`src/rtl/core/rsti_pkg.sv`:
```
`default_nettype none

package rsti_pkg;

  // ASCII codes used by the character classifier
  localparam logic [7:0] CHAR_MINUS   = 8'h2D;
  localparam logic [7:0] CHAR_ZERO    = 8'h30;
  localparam logic [7:0] CHAR_NINE    = 8'h39;
  localparam logic [7:0] CHAR_LOWER_A = 8'h61;
  localparam logic [7:0] CHAR_LOWER_F = 8'h66;
  localparam logic [7:0] CHAR_UPPER_A = 8'h41;
  localparam logic [7:0] CHAR_UPPER_F = 8'h46;

  // radix register
  localparam int unsigned RADIX_W     = 5;
  localparam logic [4:0]  RADIX_RESET = 5'd10;
  localparam logic [4:0]  RADIX_MIN   = 5'd2;
  localparam logic [4:0]  RADIX_MAX   = 5'd16;

  // digit value width; NO_DIGIT is above any legal radix
  localparam int unsigned DIGIT_W  = 5;
  localparam logic [4:0]  NO_DIGIT = 5'h1F;
  localparam logic [4:0]  TEN      = 5'd10;

  // decoupling queue depth
  localparam int unsigned QUEUE_DEPTH = 2;

  typedef enum logic [1:0] {
    CK_DIGIT,
    CK_MINUS,
    CK_BAD
  } char_kind_t;

  typedef struct packed {
    char_kind_t  kind;
    logic [3:0]  digit;
    logic        last;
  } char_item_t;

  // digit value of an ASCII character, NO_DIGIT if not a digit
  function automatic logic [4:0] digit_of(input logic [7:0] c);
    logic [4:0] d;
    d = NO_DIGIT;
    if (c >= CHAR_ZERO && c <= CHAR_NINE) begin
      d = 5'(c - CHAR_ZERO);
    end else if (c >= CHAR_LOWER_A && c <= CHAR_LOWER_F) begin
      d = 5'(c - CHAR_LOWER_A) + TEN;
    end else if (c >= CHAR_UPPER_A && c <= CHAR_UPPER_F) begin
      d = 5'(c - CHAR_UPPER_A) + TEN;
    end
    return d;
  endfunction

endpackage

`default_nettype wire

```
`src/rtl/core/rsti_front.sv`:
```
`default_nettype none

module rsti_front (
  input  wire logic                  clk,
  input  wire logic                  rst_n,
  input  wire logic                  cfg_wr_en,
  input  wire logic [4:0]            cfg_wr_data,
  input  wire logic [7:0]            char_code,
  input  wire logic                  end_of_string,
  output rsti_pkg::char_item_t       item,
  output logic [4:0]                 radix_eff
);

  logic [4:0] radix_r;
  logic [4:0] dig;

  // radix register
  always_ff @(posedge clk) begin
    if (!rst_n) begin
      radix_r <= rsti_pkg::RADIX_RESET;
    end else if (cfg_wr_en) begin
      radix_r <= cfg_wr_data;
    end
  end

  // clamp radix to 2..16
  always_comb begin
    if (radix_r < rsti_pkg::RADIX_MIN) begin
      radix_eff = rsti_pkg::RADIX_MIN;
    end else if (radix_r > rsti_pkg::RADIX_MAX) begin
      radix_eff = rsti_pkg::RADIX_MAX;
    end else begin
      radix_eff = radix_r;
    end
  end

  // classify the character
  always_comb begin
    dig        = rsti_pkg::digit_of(char_code);
    item.last  = end_of_string;
    item.digit = dig[3:0];
    if (char_code == rsti_pkg::CHAR_MINUS) begin
      item.kind = rsti_pkg::CK_MINUS;
    end else if (dig < radix_eff) begin
      item.kind = rsti_pkg::CK_DIGIT;
    end else begin
      item.kind = rsti_pkg::CK_BAD;
    end
  end

endmodule

`default_nettype wire

```
`src/rtl/core/rsti_queue.sv`:
```
`default_nettype none

module rsti_queue (
  input  wire logic                  clk,
  input  wire logic                  rst_n,
  input  wire logic                  push,
  input  wire rsti_pkg::char_item_t  push_item,
  input  wire logic                  pop,
  output rsti_pkg::char_item_t       head,
  output logic                       not_empty,
  output logic                       full
);

  localparam int unsigned DEPTH = rsti_pkg::QUEUE_DEPTH;
  localparam int unsigned PTR_W = (DEPTH > 1) ? $clog2(DEPTH) : 1;
  localparam int unsigned CNT_W = $clog2(DEPTH + 1);
  localparam logic [PTR_W-1:0] LAST_SLOT = PTR_W'(DEPTH - 1);
  localparam logic [CNT_W-1:0] FULL_CNT  = CNT_W'(DEPTH);

  rsti_pkg::char_item_t slots_r [DEPTH];
  logic [PTR_W-1:0] wr_ptr_r, wr_ptr_nxt;
  logic [PTR_W-1:0] rd_ptr_r, rd_ptr_nxt;
  logic [CNT_W-1:0] count_r, count_nxt;

  assign not_empty = (count_r != '0);
  assign full      = (count_r == FULL_CNT);
  assign head      = slots_r[rd_ptr_r];

  // pointer and count update
  always_comb begin
    wr_ptr_nxt = wr_ptr_r;
    rd_ptr_nxt = rd_ptr_r;
    count_nxt  = count_r;
    if (push) begin
      wr_ptr_nxt = (wr_ptr_r == LAST_SLOT) ? '0 : wr_ptr_r + 1'b1;
    end
    if (pop) begin
      rd_ptr_nxt = (rd_ptr_r == LAST_SLOT) ? '0 : rd_ptr_r + 1'b1;
    end
    if (push && !pop) begin
      count_nxt = count_r + 1'b1;
    end else if (pop && !push) begin
      count_nxt = count_r - 1'b1;
    end
  end

  always_ff @(posedge clk) begin
    if (!rst_n) begin
      wr_ptr_r <= '0;
      rd_ptr_r <= '0;
      count_r  <= '0;
    end else begin
      wr_ptr_r <= wr_ptr_nxt;
      rd_ptr_r <= rd_ptr_nxt;
      count_r  <= count_nxt;
    end
  end

  // storage
  always_ff @(posedge clk) begin
    if (push) begin
      slots_r[wr_ptr_r] <= push_item;
    end
  end

  a_count_bound: assert property (@(posedge clk) disable iff (!rst_n)
    count_r <= FULL_CNT)
    else $error("queue count above depth");

  a_no_pop_empty: assert property (@(posedge clk) disable iff (!rst_n)
    pop |-> not_empty)
    else $error("pop from empty queue");

  a_ptr_gap: assert property (@(posedge clk) disable iff (!rst_n)
    (count_r == '0) |-> (wr_ptr_r == rd_ptr_r))
    else $error("pointers differ while queue empty");

endmodule

`default_nettype wire

```
`src/rtl/core/rsti_back.sv`:
```
`default_nettype none

module rsti_back #(
  parameter int unsigned VALUE_WIDTH = 32
) (
  input  wire logic                    clk,
  input  wire logic                    rst_n,
  input  wire rsti_pkg::char_item_t    head,
  input  wire logic                    not_empty,
  input  wire logic [4:0]              radix_eff,
  output logic                         pop,
  output logic                         res_valid,
  input  wire logic                    res_stall,
  output logic [VALUE_WIDTH-1:0]       res_value,
  output logic                         res_bad,
  output logic                         res_ovf
);

  localparam int unsigned PROD_W = VALUE_WIDTH + rsti_pkg::RADIX_W;
  localparam logic [PROD_W-1:0] POS_LIMIT = PROD_W'({1'b0, {(VALUE_WIDTH-1){1'b1}}});

  // parse state
  logic [VALUE_WIDTH-1:0] acc_r, acc_nxt;
  logic neg_r, neg_nxt;
  logic first_r, first_nxt;
  logic bad_r, bad_nxt;
  logic ovf_r, ovf_nxt;

  // result register
  logic                   out_valid_r, out_valid_nxt;
  logic [VALUE_WIDTH-1:0] out_mag_r;
  logic                   out_neg_r, out_bad_r, out_ovf_r;

  logic [PROD_W-1:0] prod;
  logic [PROD_W-1:0] limit;

  // a non-final item never waits for the result register
  assign pop = not_empty && (!head.last || !out_valid_r || !res_stall);

  // multiply-accumulate and range check
  always_comb begin
    prod  = PROD_W'(acc_r) * PROD_W'(radix_eff) + PROD_W'(head.digit);
    limit = POS_LIMIT + PROD_W'(neg_r);
  end

  // next parse state for the popped item
  always_comb begin
    acc_nxt   = acc_r;
    neg_nxt   = neg_r;
    first_nxt = first_r;
    bad_nxt   = bad_r;
    ovf_nxt   = ovf_r;
    if (pop) begin
      first_nxt = 1'b0;
      if (!bad_r) begin
        unique case (head.kind)
          rsti_pkg::CK_MINUS: begin
            if (first_r) neg_nxt = 1'b1;
            else         bad_nxt = 1'b1;
          end
          rsti_pkg::CK_DIGIT: begin
            if (!ovf_r && prod > limit) ovf_nxt = 1'b1;
            acc_nxt = prod[VALUE_WIDTH-1:0];
          end
          default: bad_nxt = 1'b1;
        endcase
      end
    end
  end

  // parse state registers; end of string clears them
  always_ff @(posedge clk) begin
    if (!rst_n || (pop && head.last)) begin
      acc_r   <= '0;
      neg_r   <= 1'b0;
      first_r <= 1'b1;
      bad_r   <= 1'b0;
      ovf_r   <= 1'b0;
    end else begin
      acc_r   <= acc_nxt;
      neg_r   <= neg_nxt;
      first_r <= first_nxt;
      bad_r   <= bad_nxt;
      ovf_r   <= ovf_nxt;
    end
  end

  // result register
  always_comb begin
    out_valid_nxt = out_valid_r && res_stall;
    if (pop && head.last) out_valid_nxt = 1'b1;
  end

  always_ff @(posedge clk) begin
    if (!rst_n) begin
      out_valid_r <= 1'b0;
    end else begin
      out_valid_r <= out_valid_nxt;
    end
  end

  always_ff @(posedge clk) begin
    if (pop && head.last) begin
      out_mag_r <= acc_nxt;
      out_neg_r <= neg_nxt;
      out_bad_r <= bad_nxt;
      out_ovf_r <= ovf_nxt;
    end
  end

  // apply sign, force zero after a bad digit
  always_comb begin
    if (out_bad_r) begin
      res_value = '0;
    end else if (out_neg_r) begin
      res_value = '0 - out_mag_r;
    end else begin
      res_value = out_mag_r;
    end
  end

  assign res_valid = out_valid_r;
  assign res_bad   = out_bad_r;
  assign res_ovf   = out_ovf_r;

  a_zero_on_bad: assert property (@(posedge clk) disable iff (!rst_n)
    (out_valid_r && out_bad_r) |-> (res_value == '0))
    else $error("nonzero value with bad digit");

  a_result_source: assert property (@(posedge clk) disable iff (!rst_n)
    $rose(out_valid_r) |-> $past(pop && head.last))
    else $error("result without end of string");

  a_first_after_end: assert property (@(posedge clk) disable iff (!rst_n)
    (pop && head.last) |=> (first_r && !bad_r && !ovf_r))
    else $error("parse state not cleared after end of string");

endmodule

`default_nettype wire

```
`src/rtl/core/radix_string_to_integer.sv`:
```
// Signed integer parser for ASCII strings in radix 2..16.
// Input channel: in_valid/in_stall carry one character per item
// (in_char_code) and in_end_of_string marking the last character.
// Output channel: out_valid/out_stall carry one result per string:
// out_value (two's complement, 0 after a bad digit), out_bad_digit and
// out_overflow. Characters that are not the last give no result.
// Configuration: cfg_wr_en writes cfg_wr_data into the radix register;
// values below 2 act as 2, above 16 as 16. Write only while idle.
// Throughput: one character per cycle while in_stall is low. The front classifies the
// character, a two-entry queue holds it, and the back does one
// multiply-by-radix and add per cycle.
// Result path: the last character is written into the queue, and the back
// pops it from the queue into the result register, which presents the result.
// Reset (rst_n, synchronous, active low): radix back to 10, queue
// emptied, parse state cleared, no result pending.
// Receiver stall: the result holds in its register; characters keep
// flowing until the next end-of-string item reaches the back, then the
// queue fills and in_stall rises.
`default_nettype none

module radix_string_to_integer #(
  parameter int unsigned VALUE_WIDTH = 32
) (
  input  wire logic                    clk,
  input  wire logic                    rst_n,
  input  wire logic                    cfg_wr_en,
  input  wire logic [4:0]              cfg_wr_data,
  input  wire logic                    in_valid,
  output logic                         in_stall,
  input  wire logic [7:0]              in_char_code,
  input  wire logic                    in_end_of_string,
  output logic                         out_valid,
  input  wire logic                    out_stall,
  output logic signed [VALUE_WIDTH-1:0] out_value,
  output logic                         out_bad_digit,
  output logic                         out_overflow
);

  rsti_pkg::char_item_t front_item;
  rsti_pkg::char_item_t q_head;
  logic [4:0] radix_eff;
  logic q_full, q_not_empty, q_push, q_pop;
  logic [VALUE_WIDTH-1:0] res_value;

  assign in_stall = q_full;
  assign q_push   = in_valid && !q_full;

  rsti_front u_front (
    .clk          (clk),
    .rst_n        (rst_n),
    .cfg_wr_en    (cfg_wr_en),
    .cfg_wr_data  (cfg_wr_data),
    .char_code    (in_char_code),
    .end_of_string(in_end_of_string),
    .item         (front_item),
    .radix_eff    (radix_eff)
  );

  rsti_queue u_queue (
    .clk       (clk),
    .rst_n     (rst_n),
    .push      (q_push),
    .push_item (front_item),
    .pop       (q_pop),
    .head      (q_head),
    .not_empty (q_not_empty),
    .full      (q_full)
  );

  rsti_back #(
    .VALUE_WIDTH(VALUE_WIDTH)
  ) u_back (
    .clk       (clk),
    .rst_n     (rst_n),
    .head      (q_head),
    .not_empty (q_not_empty),
    .radix_eff (radix_eff),
    .pop       (q_pop),
    .res_valid (out_valid),
    .res_stall (out_stall),
    .res_value (res_value),
    .res_bad   (out_bad_digit),
    .res_ovf   (out_overflow)
  );

  assign out_value = $signed(res_value);

endmodule

`default_nettype wire

```
`config.mk`:
```
export PLATFORM = sky130hd
export DESIGN_NAME = radix_string_to_integer
export DESIGN_NICKNAME = d
export VERILOG_FILES = /design/src/rtl/core/rsti_pkg.sv /design/src/rtl/core/rsti_front.sv /design/src/rtl/core/rsti_queue.sv /design/src/rtl/core/rsti_back.sv /design/src/rtl/core/radix_string_to_integer.sv
export SDC_FILE = /design/constraint.sdc
export NUM_CORES = 1
export LEC_CHECK = 0
export BUFFER_PORTS_ARGS = -buffer_cell sky130_fd_sc_hd__clkbuf_2
export CAP_MARGIN = 20
export CORE_MARGIN = 5
export CORE_UTILIZATION = 40
export CTS_CLUSTER_SIZE = 28
export DETAILED_ROUTE_END_ITERATION = 10
export GPL_TIMING_DRIVEN = 1
export PLACE_DENSITY_LB_ADDON = 0.12
export RECOVER_POWER = 50
export SYNTH_ARGS = -nofsm -noshare
export SYNTH_HDL_FRONTEND = slang
export SYNTH_HIERARCHICAL = 1
export SYNTH_SLANG_ARGS = --single-unit
```
`constraint.sdc`:
```
create_clock -name clk -period 7.7 [get_ports clk]
set_input_delay 0.385 -clock clk [delete_from_list [all_inputs] [get_ports clk]]
set_output_delay 0.385 -clock clk [all_outputs]
set_load 0.02 [all_outputs]
```
==> metrics.csv <==
stage,metric,value,unit
logic_synthesis,yosys.area.top_type_share,0.169,
clock_tree,cts_hold_buf,0,
routing,drtAntennaViolNets,0,
timing,fmax,139,MHz
logic_synthesis,syn_avg_cell_area,9.06,um^2
placement,hpwl,21.2,mm
timing,clock_skew,0.0130,ns
logic_synthesis,synthFlopType,edfxtp_1,
setup_path,arrival,7.33,ns
logic_synthesis,synth-simple-area-share,0.205,
timing,whs,0.219,ns
logic_synthesis,synth.largest_area_cell,fa_1,
placement,place_inst,1628,
setup_path,crit_path_max_fanout,9,
routing,via_per_inst,5.07,
routing,drt_iter0_drc,446,
placement,gp_congestion,0.863,
setup_path,crit_buf_inv,5,
clock_tree,cts_tree,yes,
clock_tree,cts.sinks,96,
min_path,hold_class,in2reg,
routing,wl_met2,12.5,mm
floorplan,dieWidth,177,um
logic_synthesis,yosysSeqAreaShare,0.217,
logic_synthesis,syn-num-nets,1453,
clock_tree,insertion_delay,0.36,ns
logic_synthesis,synth_seq_cells,96,
cells_and_area,layout-drive-gt1-share,0.0837,
logic_synthesis,synthTopCellsByArea,"fa_1, edfxtp_1, ha_1",
logic_synthesis,async_flop_share,0,
setup_path,worst_ep_required_time,7.81,ns
routing,first_pass_iters,5,
routing,wl_per_cell,16.6,um
floorplan,chipHeight,177,um
logic_synthesis,synth_adder_area_share,0.298,
routing,wl_met1,13.6,mm
logic_synthesis,postSynthCellCount,1226,
timing,slew_headroom,-0.568,
cells_and_area,layout_commonest_cell,inv_1,
logic_synthesis,ys_types,73,
clock_tree,clkTransAtPathRegs,0.09,ns
pwr,ir_drop,0.000141,V
setup_path,cpPeakStageDelay,0.55,ns
timing,slew_violations,97,
floorplan,rows,61,
outcome,failed_checks,"max-capacitance violations, max-slew violations",
timing,setup_viol,0,
routing,drc_errors,0,
logic_synthesis,yosys_warnings,6,
timing,hold_viol_final,0,
cells_and_area,fin_nets,1489,
cells_and_area,final_cells,1645,
pwr,cellLeakagePower,0.00576,uW
pwr,power_density,167,mW/mm^2
clock_tree,cts.htree.levels,3,
floorplan,start_util,0.402,
cells_and_area,nFillCells,2866,
floorplan,dieArea,0.0312,mm^2
global_routing,antenna_found_initial,0,
timing,worstMarginPinSlew,2.35,ns
logic_synthesis,synth_edf_count,49,
routing,dr_total_vias,8340,
cells_and_area,diodes,0,
floorplan,core_region_area,0.0276,mm^2
clock_tree,cts_buffer_depth,2,
global_routing,grt_start_max_net_pins,39,
global_routing,grt.total_usage,0.180,
logic_synthesis,synth_compound_area_frac,0.111,
logic_synthesis,synth_top_family_by_area,adder cells,
logic_synthesis,synth_xor_area_frac,0.0504,
routing,top_layer_used,met4,
global_routing,grt_pass1_vias,8346,
setup_path,setup.worst_path.class,reg2reg,
floorplan,io_pins,55,
logic_synthesis,netlist_area,0.0111,mm^2
global_routing,grt_pass1_wl,44.9,mm
timing,fin_crit_sh,0.938,
global_routing,grt_overflow,0,
clock_tree,cts_root_buf,clkbuf_16,
setup_path,critPathCaptureType,flip-flop,
routing,wl,27.3,mm
outcome,status,"complete, but fails checks",
cells_and_area,area.growth.synth_to_final,8.43,%
timing,layout_min_cycle_time,7.22,ns
job,maxCapViolCount,3,
logic_synthesis,synthMuxAreaShare,0.0429,
placement,portBuffers,54,
cells_and_area,mostFrequentLayoutCells,"inv_1, and2_1, ha_1",
clock_tree,cts_made_buffers,9,
setup_path,critPathTopFamily,compound AO/OA/AOI/OAI gates,
routing,wl_met3,839,um
setup_path,cp_slowest_cell,fa_1,
setup_path,startpoint_type,flip-flop,
[power breakdown]
group / switching [uW] / internal, uW / total [uW]
registers: 82.2 / 645 / 728
logic: 544 / 275 / 819
clock network: 233 / 230 / 463
[per-layer routing]
layer	global-route usage	up-vias
li1	-	4147
met1	0.259	4063
met2	0.296	115
met3	0.0231	15
met4	0.0326	0
met5	0	-
[Yosys cell counts, types with 4 or more instances]
| master | n |
|---|---|
| a2111oi_0 | 4 |
| a211o_1 | 4 |
| a211oi_1 | 6 |
| a21o_1 | 13 |
| a21oi_1 | 53 |
| a31oi_1 | 4 |
| and2_1 | 141 |
| and3_1 | 17 |
| and4_1 | 4 |
| clkbuf_1 | 39 |
| dfxtp_1 | 47 |
| edfxtp_1 | 49 |
| fa_1 | 94 |
| ha_1 | 114 |
| inv_1 | 181 |
| mux2_2 | 37 |
| mux2i_1 | 6 |
| nand2_1 | 84 |
| nand2b_1 | 5 |
| nand3_1 | 16 |
| nand4_1 | 10 |
| nor2_1 | 57 |
| nor2b_1 | 36 |
| nor3_1 | 11 |
| nor4_1 | 4 |
| o211ai_1 | 7 |
| o21a_1 | 9 |
| o21ai_0 | 33 |
| o21bai_1 | 6 |
| o31ai_1 | 10 |
| o41ai_1 | 5 |
| xnor2_1 | 23 |
| xor2_1 | 41 |
[kinds of logic (layout without fill, tap and decap cells)]
logic type / after synthesis / after routing
buffers and inverters: 223 / 264
adder cells (fa/ha/maj): 208 / 208
AO/OA/AOI/OAI: 182 / 182
AND/OR/NAND/NOR: 410 / 410
flip-flops: 96 / 96
multiplexers: 43 / 43
XOR/XNOR: 64 / 64
[flip-flops by register name, indices dropped and copies added, names as in the netlist, named ones only]
name / count
u_queue/count_r: 2
u_front/radix_r: 5
u_queue/slots_r: 14
u_back/neg_r: 1
u_back/acc_r: 32
u_back/out_neg_r: 1
u_back/res_ovf: 1
u_back/res_valid: 1
u_queue/rd_ptr_r: 1
u_back/first_r: 1
u_back/bad_r: 1
u_back/ovf_r: 1
u_queue/wr_ptr_r: 1
u_back/out_mag_r: 32
u_back/res_bad: 1
[repair_timing]
action,CTS,global route
buffers inserted,0,1
endpoints found under the hold margin,0,0
endpoints found under the setup margin,0,2
resized for setup,0,6
[worst reg2reg max path: cells and delay by family, from the launching register on]
kind | cells | cell delay (ns)
DFF | 1 | 0.33
AOI/OAI and AO/OA | 11 | 3.02
adders and majority gates | 5 | 2.23
xor gates and xnor gates | 1 | 0.18
and+or+nand+nor | 6 | 0.70
buffers and inverters | 5 | 0.53
[cell type report]
cell class / count / area [um^2] / share of cell area
multi-input combinational: 907 / 7840 / 0.651
sequential: 96 / 2410 / 0.200
inverter: 181 / 683 / 0.0567
tap: 378 / 473 / 0.0392
timing repair buffer: 67 / 340 / 0.0282
clock buffer: 9 / 225 / 0.0187
clock inverter: 7 / 73.8 / 0.00613
[worst paths after layout]
kind	start	endpoint	slack (ns)	depth (start not counted)
worst max-delay path	u_front/radix_r[4]	u_back/res_ovf	0.48	28
worst min-delay path	in_end_of_string	u_queue/slots_r[0][0]	0.22	1
worst max register to register	u_front/radix_r[4]	u_back/res_ovf	0.48	28
worst min register to register	u_back/res_valid	u_back/res_valid	0.50	2
[per-stage QoR]
step | instance area (um^2) | setup WS (ns) | total power, uW | setup TNS (ns) | utilization
floorplan | 11100 | 1.39 | 1300 | 0 | -
global placement | 11800 | 0.269 | 1580 | 0 | 0.427
detailed placement | 11800 | 0.152 | 1590 | 0 | 0.427
CTS | 12100 | 0.116 | 2060 | 0 | 0.438
global route | 12100 | -0.00577 | 2150 | -0.00577 | 0.436
finish | 12100 | 0.481 | 2010 | 0 | 0.436
Note: power is estimated with default switching activity, not from simulation.
